--- src/hw/rtl/serial_addressed_rgb_pwm_driver_macros.svh ---
// Assertion helpers shared by the RTL.
`ifndef SERIAL_ADDRESSED_RGB_PWM_DRIVER_MACROS_SVH
`define SERIAL_ADDRESSED_RGB_PWM_DRIVER_MACROS_SVH

// Same-cycle implication, disabled during reset.
`define SRPD_ASSERT_IMPL(label, clk, rst, ante, cons, msg) \
  label: assert property (@(posedge clk) disable iff (rst) (ante) |-> (cons)) \
    else $error(msg);

// Next-cycle implication, disabled during reset.
`define SRPD_ASSERT_NEXT(label, clk, rst, ante, cons, msg) \
  label: assert property (@(posedge clk) disable iff (rst) (ante) |=> (cons)) \
    else $error(msg);

`endif

--- src/hw/rtl/srpd_pkg.sv ---
package srpd_pkg;

  localparam int NUM_LEDS_DEFAULT = 4;

  localparam int CNT_W = 9;

  localparam logic [7:0]       FIRST_CODE_RESET   = 8'd101;
  localparam logic [CNT_W-1:0] PWM_PERIOD_RESET   = 9'd300;
  localparam logic [CNT_W-1:0] GREEN_OFFSET_RESET = 9'd100;
  localparam logic [CNT_W-1:0] BLUE_OFFSET_RESET  = 9'd200;

  // Color levels of one LED.
  typedef struct packed {
    logic [7:0] red;
    logic [7:0] green;
    logic [7:0] blue;
  } rgb_t;

  // PWM position and window starts shared by all LEDs.
  typedef struct packed {
    logic [CNT_W-1:0] count;
    logic [CNT_W-1:0] green_offset;
    logic [CNT_W-1:0] blue_offset;
  } win_t;

endpackage

--- src/hw/rtl/serial_addressed_rgb_pwm_driver.sv ---
// Channel  Direction  Handshake                Payload
// in       input      in_valid / in_ready      func, rx_byte
// out      output     out_valid / out_ready    led1_on, led2_on, led3_on, led4_on
// cfg      input      cfg_we (no wait)         cfg_index, cfg_data
//
// One item per cycle sustained while no tick waits on a stalled output: an item is
// registered on transfer, then takes one byte decode or twelve window compares.
// A tick loads the output register; a byte only updates selection, staging and levels.
// A tick result passes through the input register, then the output register.
// rst is synchronous, active high: registers, levels and counter return to defaults.
// A stalled output holds a waiting tick in the input register and the input behind it;
// bytes keep flowing while only a result waits.

`include "serial_addressed_rgb_pwm_driver_macros.svh"

module serial_addressed_rgb_pwm_driver #(
  parameter int NUM_LEDS = srpd_pkg::NUM_LEDS_DEFAULT
) (
  input  logic       clk,
  input  logic       rst,
  input  logic       in_valid,
  output logic       in_ready,
  input  logic       func,
  input  logic [7:0] rx_byte,
  output logic       out_valid,
  input  logic       out_ready,
  output logic [2:0] led1_on,
  output logic [2:0] led2_on,
  output logic [2:0] led3_on,
  output logic [2:0] led4_on,
  input  logic       cfg_we,
  input  logic [1:0] cfg_index,
  input  logic [8:0] cfg_data
);

  localparam int CNT_W = srpd_pkg::CNT_W;
  localparam int SEL_W = $clog2(NUM_LEDS + 1);
  localparam int LED_W = (NUM_LEDS > 1) ? $clog2(NUM_LEDS) : 1;
  localparam logic [7:0] NUM_LEDS_B = 8'(NUM_LEDS);
  localparam int NUM_PORTS = 4;

  localparam logic FUNC_BYTE = 1'b0;
  localparam logic FUNC_TICK = 1'b1;

  typedef enum logic [1:0] {
    REG_FIRST_CODE   = 2'd0,
    REG_PWM_PERIOD   = 2'd1,
    REG_GREEN_OFFSET = 2'd2,
    REG_BLUE_OFFSET  = 2'd3
  } cfg_reg_t;

  // Configuration
  logic [7:0]       first_code;
  logic [CNT_W-1:0] pwm_period;
  logic [CNT_W-1:0] green_offset;
  logic [CNT_W-1:0] blue_offset;

  // Input register
  logic       s1_valid;
  logic       s1_func;
  logic [7:0] s1_byte;

  // Protocol and PWM state
  logic [SEL_W-1:0]  sel;
  logic [1:0]        idx;
  logic [7:0]        staging [3];
  srpd_pkg::rgb_t    levels [NUM_LEDS];
  logic [CNT_W-1:0]  tick_count;

  // Output register
  logic [2:0] out_bits [NUM_PORTS];

  logic s1_adv;
  logic tick_fire;
  logic byte_fire;

  // A byte never needs the output; a tick needs room in the output register.
  assign s1_adv    = s1_valid && ((s1_func == FUNC_BYTE) || !out_valid || out_ready);
  assign tick_fire = s1_adv && (s1_func == FUNC_TICK);
  assign byte_fire = s1_adv && (s1_func == FUNC_BYTE);
  assign in_ready  = !s1_valid || s1_adv;

  // ---- Byte decode ----
  logic [SEL_W-1:0] sel_next;
  logic [1:0]       idx_next;
  logic             commit;
  logic [LED_W-1:0] commit_led;
  logic [8:0]       code_diff;
  logic             code_match;

  always_comb begin
    sel_next   = sel;
    idx_next   = idx;
    commit     = 1'b0;
    commit_led = LED_W'(sel - SEL_W'(1));
    code_diff  = {1'b0, s1_byte} - {1'b0, first_code};
    code_match = !code_diff[8] && (code_diff[7:0] < NUM_LEDS_B);
    if (sel != '0) begin
      idx_next = idx + 2'd1;
      // Third data byte: commit the triple and drop the selection.
      if (idx_next == 2'd3) begin
        commit   = 1'b1;
        sel_next = '0;
      end
    end
    // Every byte is also checked as a device code.
    if (code_match) begin
      sel_next = SEL_W'(code_diff[7:0] + 8'd1);
      idx_next = 2'd0;
    end
  end

  // ---- Tick compare ----
  logic [CNT_W-1:0] count_cur;
  srpd_pkg::win_t   win;
  logic [2:0]       led_bits [NUM_LEDS];
  logic [2:0]       show_bits [NUM_PORTS];

  // Clamp an out-of-range counter back to the start of the period.
  assign count_cur = ((tick_count == '0) || (tick_count > pwm_period)) ?
                     CNT_W'(1) : tick_count;

  assign win.count        = count_cur;
  assign win.green_offset = green_offset;
  assign win.blue_offset  = blue_offset;

  for (genvar i = 0; i < NUM_LEDS; i++) begin : g_led
    srpd_led_cmp u_cmp (
      .win   (win),
      .level (levels[i]),
      .bits  (led_bits[i])
    );
  end

  // LEDs beyond the configured count stay dark.
  for (genvar k = 0; k < NUM_PORTS; k++) begin : g_port
    if (k < NUM_LEDS) begin : g_used
      assign show_bits[k] = led_bits[k];
    end else begin : g_unused
      assign show_bits[k] = 3'b000;
    end
  end

  always_ff @(posedge clk) begin
    if (rst) begin
      first_code   <= srpd_pkg::FIRST_CODE_RESET;
      pwm_period   <= srpd_pkg::PWM_PERIOD_RESET;
      green_offset <= srpd_pkg::GREEN_OFFSET_RESET;
      blue_offset  <= srpd_pkg::BLUE_OFFSET_RESET;
      s1_valid     <= 1'b0;
      out_valid    <= 1'b0;
      sel          <= '0;
      idx          <= 2'd0;
      tick_count   <= CNT_W'(1);
      for (int j = 0; j < 3; j++) begin
        staging[j] <= 8'd0;
      end
      for (int j = 0; j < NUM_LEDS; j++) begin
        levels[j] <= '0;
      end
    end else begin
      if (cfg_we) begin
        unique case (cfg_reg_t'(cfg_index))
          REG_FIRST_CODE:   first_code   <= cfg_data[7:0];
          REG_PWM_PERIOD:   pwm_period   <= cfg_data;
          REG_GREEN_OFFSET: green_offset <= cfg_data;
          REG_BLUE_OFFSET:  blue_offset  <= cfg_data;
        endcase
      end

      // Hold the input register until it advances.
      if (in_valid && in_ready) begin
        s1_valid <= 1'b1;
        s1_func  <= func;
        s1_byte  <= rx_byte;
      end else if (s1_adv) begin
        s1_valid <= 1'b0;
      end

      if (byte_fire) begin
        sel <= sel_next;
        idx <= idx_next;
        if ((sel != '0) && (idx != 2'd3)) begin
          staging[idx] <= s1_byte;
        end
        if (commit) begin
          levels[commit_led] <= '{red: staging[0], green: staging[1], blue: s1_byte};
        end
      end

      if (tick_fire) begin
        tick_count <= count_cur + CNT_W'(1);
        out_valid  <= 1'b1;
        for (int k = 0; k < NUM_PORTS; k++) begin
          out_bits[k] <= show_bits[k];
        end
      end else if (out_ready) begin
        out_valid <= 1'b0;
      end
    end
  end

  assign led1_on = out_bits[0];
  assign led2_on = out_bits[1];
  assign led3_on = out_bits[2];
  assign led4_on = out_bits[3];

  // ---- Assertions ----
  `SRPD_ASSERT_NEXT(a_tick_gives_result, clk, rst, tick_fire, out_valid, "tick lost its result")
  `SRPD_ASSERT_NEXT(a_byte_no_result, clk, rst, byte_fire && (!out_valid || out_ready), !out_valid, "byte made a result")
  `SRPD_ASSERT_IMPL(a_sel_state, clk, rst, sel != '0, (sel <= SEL_W'(NUM_LEDS)) && (idx != 2'd3), "bad selection state")
  `SRPD_ASSERT_IMPL(a_ready_stall, clk, rst, !in_ready, s1_valid && (s1_func == FUNC_TICK) && out_valid && !out_ready, "input stalled without cause")

endmodule

--- src/hw/rtl/srpd_led_cmp.sv ---
module srpd_led_cmp (
  input  srpd_pkg::win_t win,
  input  srpd_pkg::rgb_t level,
  output logic [2:0]     bits
);

  logic [srpd_pkg::CNT_W:0] green_end;
  logic [srpd_pkg::CNT_W:0] blue_end;

  // Window ends are one bit wider so they never wrap.
  assign green_end = {1'b0, win.green_offset} + {2'b00, level.green};
  assign blue_end  = {1'b0, win.blue_offset} + {2'b00, level.blue};

  always_comb begin
    bits[0] = (win.count != '0) && (win.count <= {1'b0, level.red});
    bits[1] = (win.count >= win.green_offset) && ({1'b0, win.count} < green_end);
    bits[2] = (win.count >= win.blue_offset) && ({1'b0, win.count} < blue_end);
  end

endmodule

--- config.mk ---
export PLATFORM = sky130hd
export DESIGN_NAME = serial_addressed_rgb_pwm_driver
export DESIGN_NICKNAME = d
export VERILOG_FILES = /design/src/hw/rtl/srpd_pkg.sv /design/src/hw/rtl/serial_addressed_rgb_pwm_driver.sv /design/src/hw/rtl/srpd_led_cmp.sv
export VERILOG_INCLUDE_DIRS = /design/src /design/src/hw/rtl
export SDC_FILE = /design/constraint.sdc
export NUM_CORES = 1
export LEC_CHECK = 0
export BUFFER_PORTS_ARGS = -buffer_cell sky130_fd_sc_hd__buf_2
export CAP_MARGIN = 40
export CORE_ASPECT_RATIO = 1.75
export CORE_MARGIN = 2
export CORE_UTILIZATION = 50
export CTS_BUF_LIST = sky130_fd_sc_hd__clkbuf_8
export DETAILED_ROUTE_END_ITERATION = 16
export GPL_TIMING_DRIVEN = 0
export PLACE_DENSITY = 0.66
export SETUP_SLACK_MARGIN = 0.05
export SYNTH_ARGS = -nofsm -noshare
export SYNTH_HDL_FRONTEND = slang
export SYNTH_SLANG_ARGS = --single-unit
--- constraint.sdc ---
create_clock -name clk -period 4.85 [get_ports clk]
set_input_delay 1.455 -clock clk [delete_from_list [all_inputs] [get_ports clk]]
set_output_delay 1.455 -clock clk [all_outputs]
set_load 0.05 [all_outputs]
==> results.py <==
metrics = {
    "timing": {
        "min_period_ns": 4.58,
        "fin_crit_sh_pct": 94.5,
        "finalSetupViolCount": 0,
        "drv_slew": 0,
        "rsz0062_at_grt": "false",
        "timing.slew.headroom_pct": 38.4,
        "worstMarginPinSlew_ns": 0.922,
        "max_freq_ghz": 0.218,
        "fin_skew_ns": 0.0149,
        "finalHoldViolations": 0,
    },
    "clocking": {
        "ctsRootBufferMaster": "clkbuf_8",
        "h-tree-depth": 4,
        "cts-buffers-inserted": 17,
        "clk_latency_ns": 0.51,
        "clkTransAtPathRegs_ns": 0.09,
        "cts-hold-fix-buffers": 0,
        "clkSinkCount": 184,
        "cts_tree": "built",
        "clock_path_buffers": 2,
    },
    "critical_path": {
        "reg2reg_to": "out_bits[3][2]$_DFFE_PP_",
        "r2r-start": "tick_count[6]$_SDFFE_PP0P_",
        "worstPathArrival_ns": 4.82,
        "crit_type": "flop to flop",
        "path_max_fanout": 14,
        "end_kind": "flop",
        "worstPathRequired_ns": 5.09,
        "worstSetupStartpointType": "flop",
        "rrSetupSlack_ns": 0.27,
        "r2r_cells": 17,
    },
    "cells_and_area": {
        "layout_commonest_cell": "ha_1",
        "nNetsFinal": 1584,
        "insertedDiodeCount": 0,
        "fin_cells": 1690,
        "multi_input_area_um2": 7180,
        "fillers": 2267,
        "seqCellArea_um2": 5010,
        "area_growth_pct": 9.33,
        "layout_common_cells": "ha_1, edfxtp_1, and2_1",
        "drive_above_1_share_pct": 7.79,
        "design_area_um2": 13800,
    },
    "worst_hold_path": {
        "worst_hold_startpoint": "pwm_period[1]$_SDFFE_PP0P_",
        "worstHoldPathType": "flop to flop",
        "holdPathStages": 2,
        "min_to": "pwm_period[1]$_SDFFE_PP0P_",
    },
    "yosys": {
        "async_flop_share_pct": 0,
        "synth_top_area_share_pct": 31.6,
        "synth_ff_type": "edfxtp_1",
        "synth_cells": 1290,
        "synth_area_um2": 12600,
        "synth-warning-count": 0,
        "yosysTopAreaCell": "edfxtp_1",
        "avgSynthCellArea_um2": 9.80,
        "ys_ff_latch": 184,
        "ys_seq_area_share_pct": 39.6,
        "yosys.cell_types.count": 57,
        "synth_edf_count": 133,
        "synth.net_count": 1513,
        "ys_top_cells_by_area": "edfxtp_1, ha_1, dfxtp_1",
    },
    "floorplan": {
        "placeableCoreArea_um2": 25000,
        "die_x_um": 124,
        "ios": 39,
        "dieArea_um2": 26600,
        "start_util_pct": 50.5,
        "die_h_um": 214,
        "fp-row-count": 77,
    },
    "power_and_ir_drop": {
        "leakagePower_uw": 0.00624,
        "power.density_nw_per_um2": 231,
        "peakVddDrop_uv": 186,
    },
    "detailed_routing": {
        "drt_iter0_markers": 486,
        "drc_errors": 0,
        "wl_met2_um": 18200,
        "wire_per_inst_um": 20.0,
        "antenna_left": 0,
        "dr.pass1.iters": 5,
        "met1Wirelength_um": 13000,
        "vias_per_cell": 5.77,
        "wl_met3_um": 1200,
        "highest_layer": "met4",
        "wirelength_um": 33700,
        "vias": 9743,
    },
    "placed_design": {
        "globalplace.congestion": 0.883,
        "dp_hpwl_um": 25600,
        "port_buffers": 37,
        "placed_cell_area_um2": 13400,
        "dp_cells": 1654,
    },
    "outcome": {
        "status": "completed",
    },
    "job": {
        "maxCapViolCount": 0,
    },
    "global_route": {
        "grt_pass1_vias": 9562,
        "grt_pass1_wl_um": 51700,
        "track_usage_pct": 25.7,
        "grt_max_degree": 25,
        "overflow": 0,
        "antenna_found_initial": 0,
    },
}
-- per-stage QoR --
stage	hold slack, ns	TNS (ns)	power [µW]	setup WS [ns]	utilization (%)
6_report	0.459	0	3190	0.269	55.2
3_5_place_dp	0.448	0	2240	0.177	53.6
3_3_place_gp	0.444	-16.52	2220	-0.557	52.8
4_1_cts	0.460	0	3210	0.129	55.0
5_1_grt	0.479	0	3310	0.105	55.2
2_1_floorplan	0.436	0	2100	0.736	-
-- sequential cells by signal (all words and copies together), names as in the netlist, 9 cells and up --
| register | flops |
|---|---|
| blue_offset | 9 |
| green_offset | 9 |
| levels | 96 |
| out_bits | 12 |
| pwm_period | 9 |
| staging | 16 |
| tick_count | 9 |
-- kinds of logic (layout without fill, tap and decap cells) --
logic type | count (synthesis) | after routing | synth area share, %
AO/OA/AOI/OAI | 329 | 329 | 16.0
multiplexers | 8 | 8 | 0.633
flip-flops | 184 | 184 | 39.6
buffers and inverters | 128 | 212 | 3.83
AND/OR/NAND/NOR | 386 | 386 | 15.7
adder cells (fa/ha/maj) | 204 | 204 | 20.6
XOR/XNOR | 51 | 51 | 3.53
-- how the worst max path moves through the flow --
stage                                           from                           to  slack [ns]
after floorplan                                  rst   levels[2][0]$_SDFFCE_PN0P_        0.74
after global placement                           rst  levels[2][14]$_SDFFCE_PN0P_       -0.56
after detailed placement  tick_count[6]$_SDFFE_PP0P_     out_bits[3][2]$_DFFE_PP_        0.18
final                     tick_count[6]$_SDFFE_PP0P_     out_bits[3][2]$_DFFE_PP_        0.27
after CTS                 tick_count[6]$_SDFFE_PP0P_     out_bits[3][2]$_DFFE_PP_        0.13
after global routing      tick_count[6]$_SDFFE_PP0P_     out_bits[2][2]$_DFFE_PP_        0.11
-- report_power, final --
group	internal, µW	switching [µW]	leakage [µW]
combinational	178	249	0.00427
sequential	1730	50.7	0.00176
clock	419	562	0.000200
total	2330	862	0.00624
-- critical path: stages, from the launching register on --
cell and delay, ns:
dfxtp_1 0.43, ha_1 0.37, nand4_1 0.25, a211oi_2 0.36
nor3_2 0.13, or2_2 0.31, buf_2 0.18, nand2_1 0.10
inv_1 0.10, buf_16 0.17, ha_1 0.29, nor2b_1 0.13
o21ai_0 0.15, nand2b_1 0.08, maj3_2 0.30, a221oi_1 0.52
o21a_2 0.30, a31oi_1 0.10
-- Yosys cell counts, types with 6 or more instances --
cell type,number
nor2b_1,8
edfxtp_1,133
o21ai_0,77
a31oi_1,14
xnor2_1,35
a21oi_1,110
o21a_1,9
o211ai_1,13
o31a_1,8
nor3_1,23
nor2_1,49
nand4_1,9
fa_1,9
ha_1,189
nand2b_1,6
o21bai_1,11
or4_1,6
a21o_1,43
nand3_1,39
and3_1,10
xor2_1,16
clkbuf_1,24
or2_2,7
inv_1,99
dfxtp_1,51
nand2_1,102
mux2i_1,8
and2_1,114
a21boi_0,14
-- metal layers --
metal,vias to the layer above,global-route usage (%)
li1,4788,-
met1,4657,27.9
met2,231,49.2
met3,67,3.37
met4,0,10.8
met5,-,0
-- timing repair --
item                                    4_1_cts  5_1_grt
setup buffers                                 0        4
gates resized for setup                       0        3
endpoints found under the setup margin        0        8
-- cell type report --
type	count	share of cell area [%]
buffer	29	0.814
clock buffer	19	1.89
clock inverter	13	0.642
inverter	99	2.71
multi-input combinational	978	51.9
sequential	184	36.3
tap	316	2.86
timing repair buffer	52	2.90
Power figures use the tool's default switching activity.
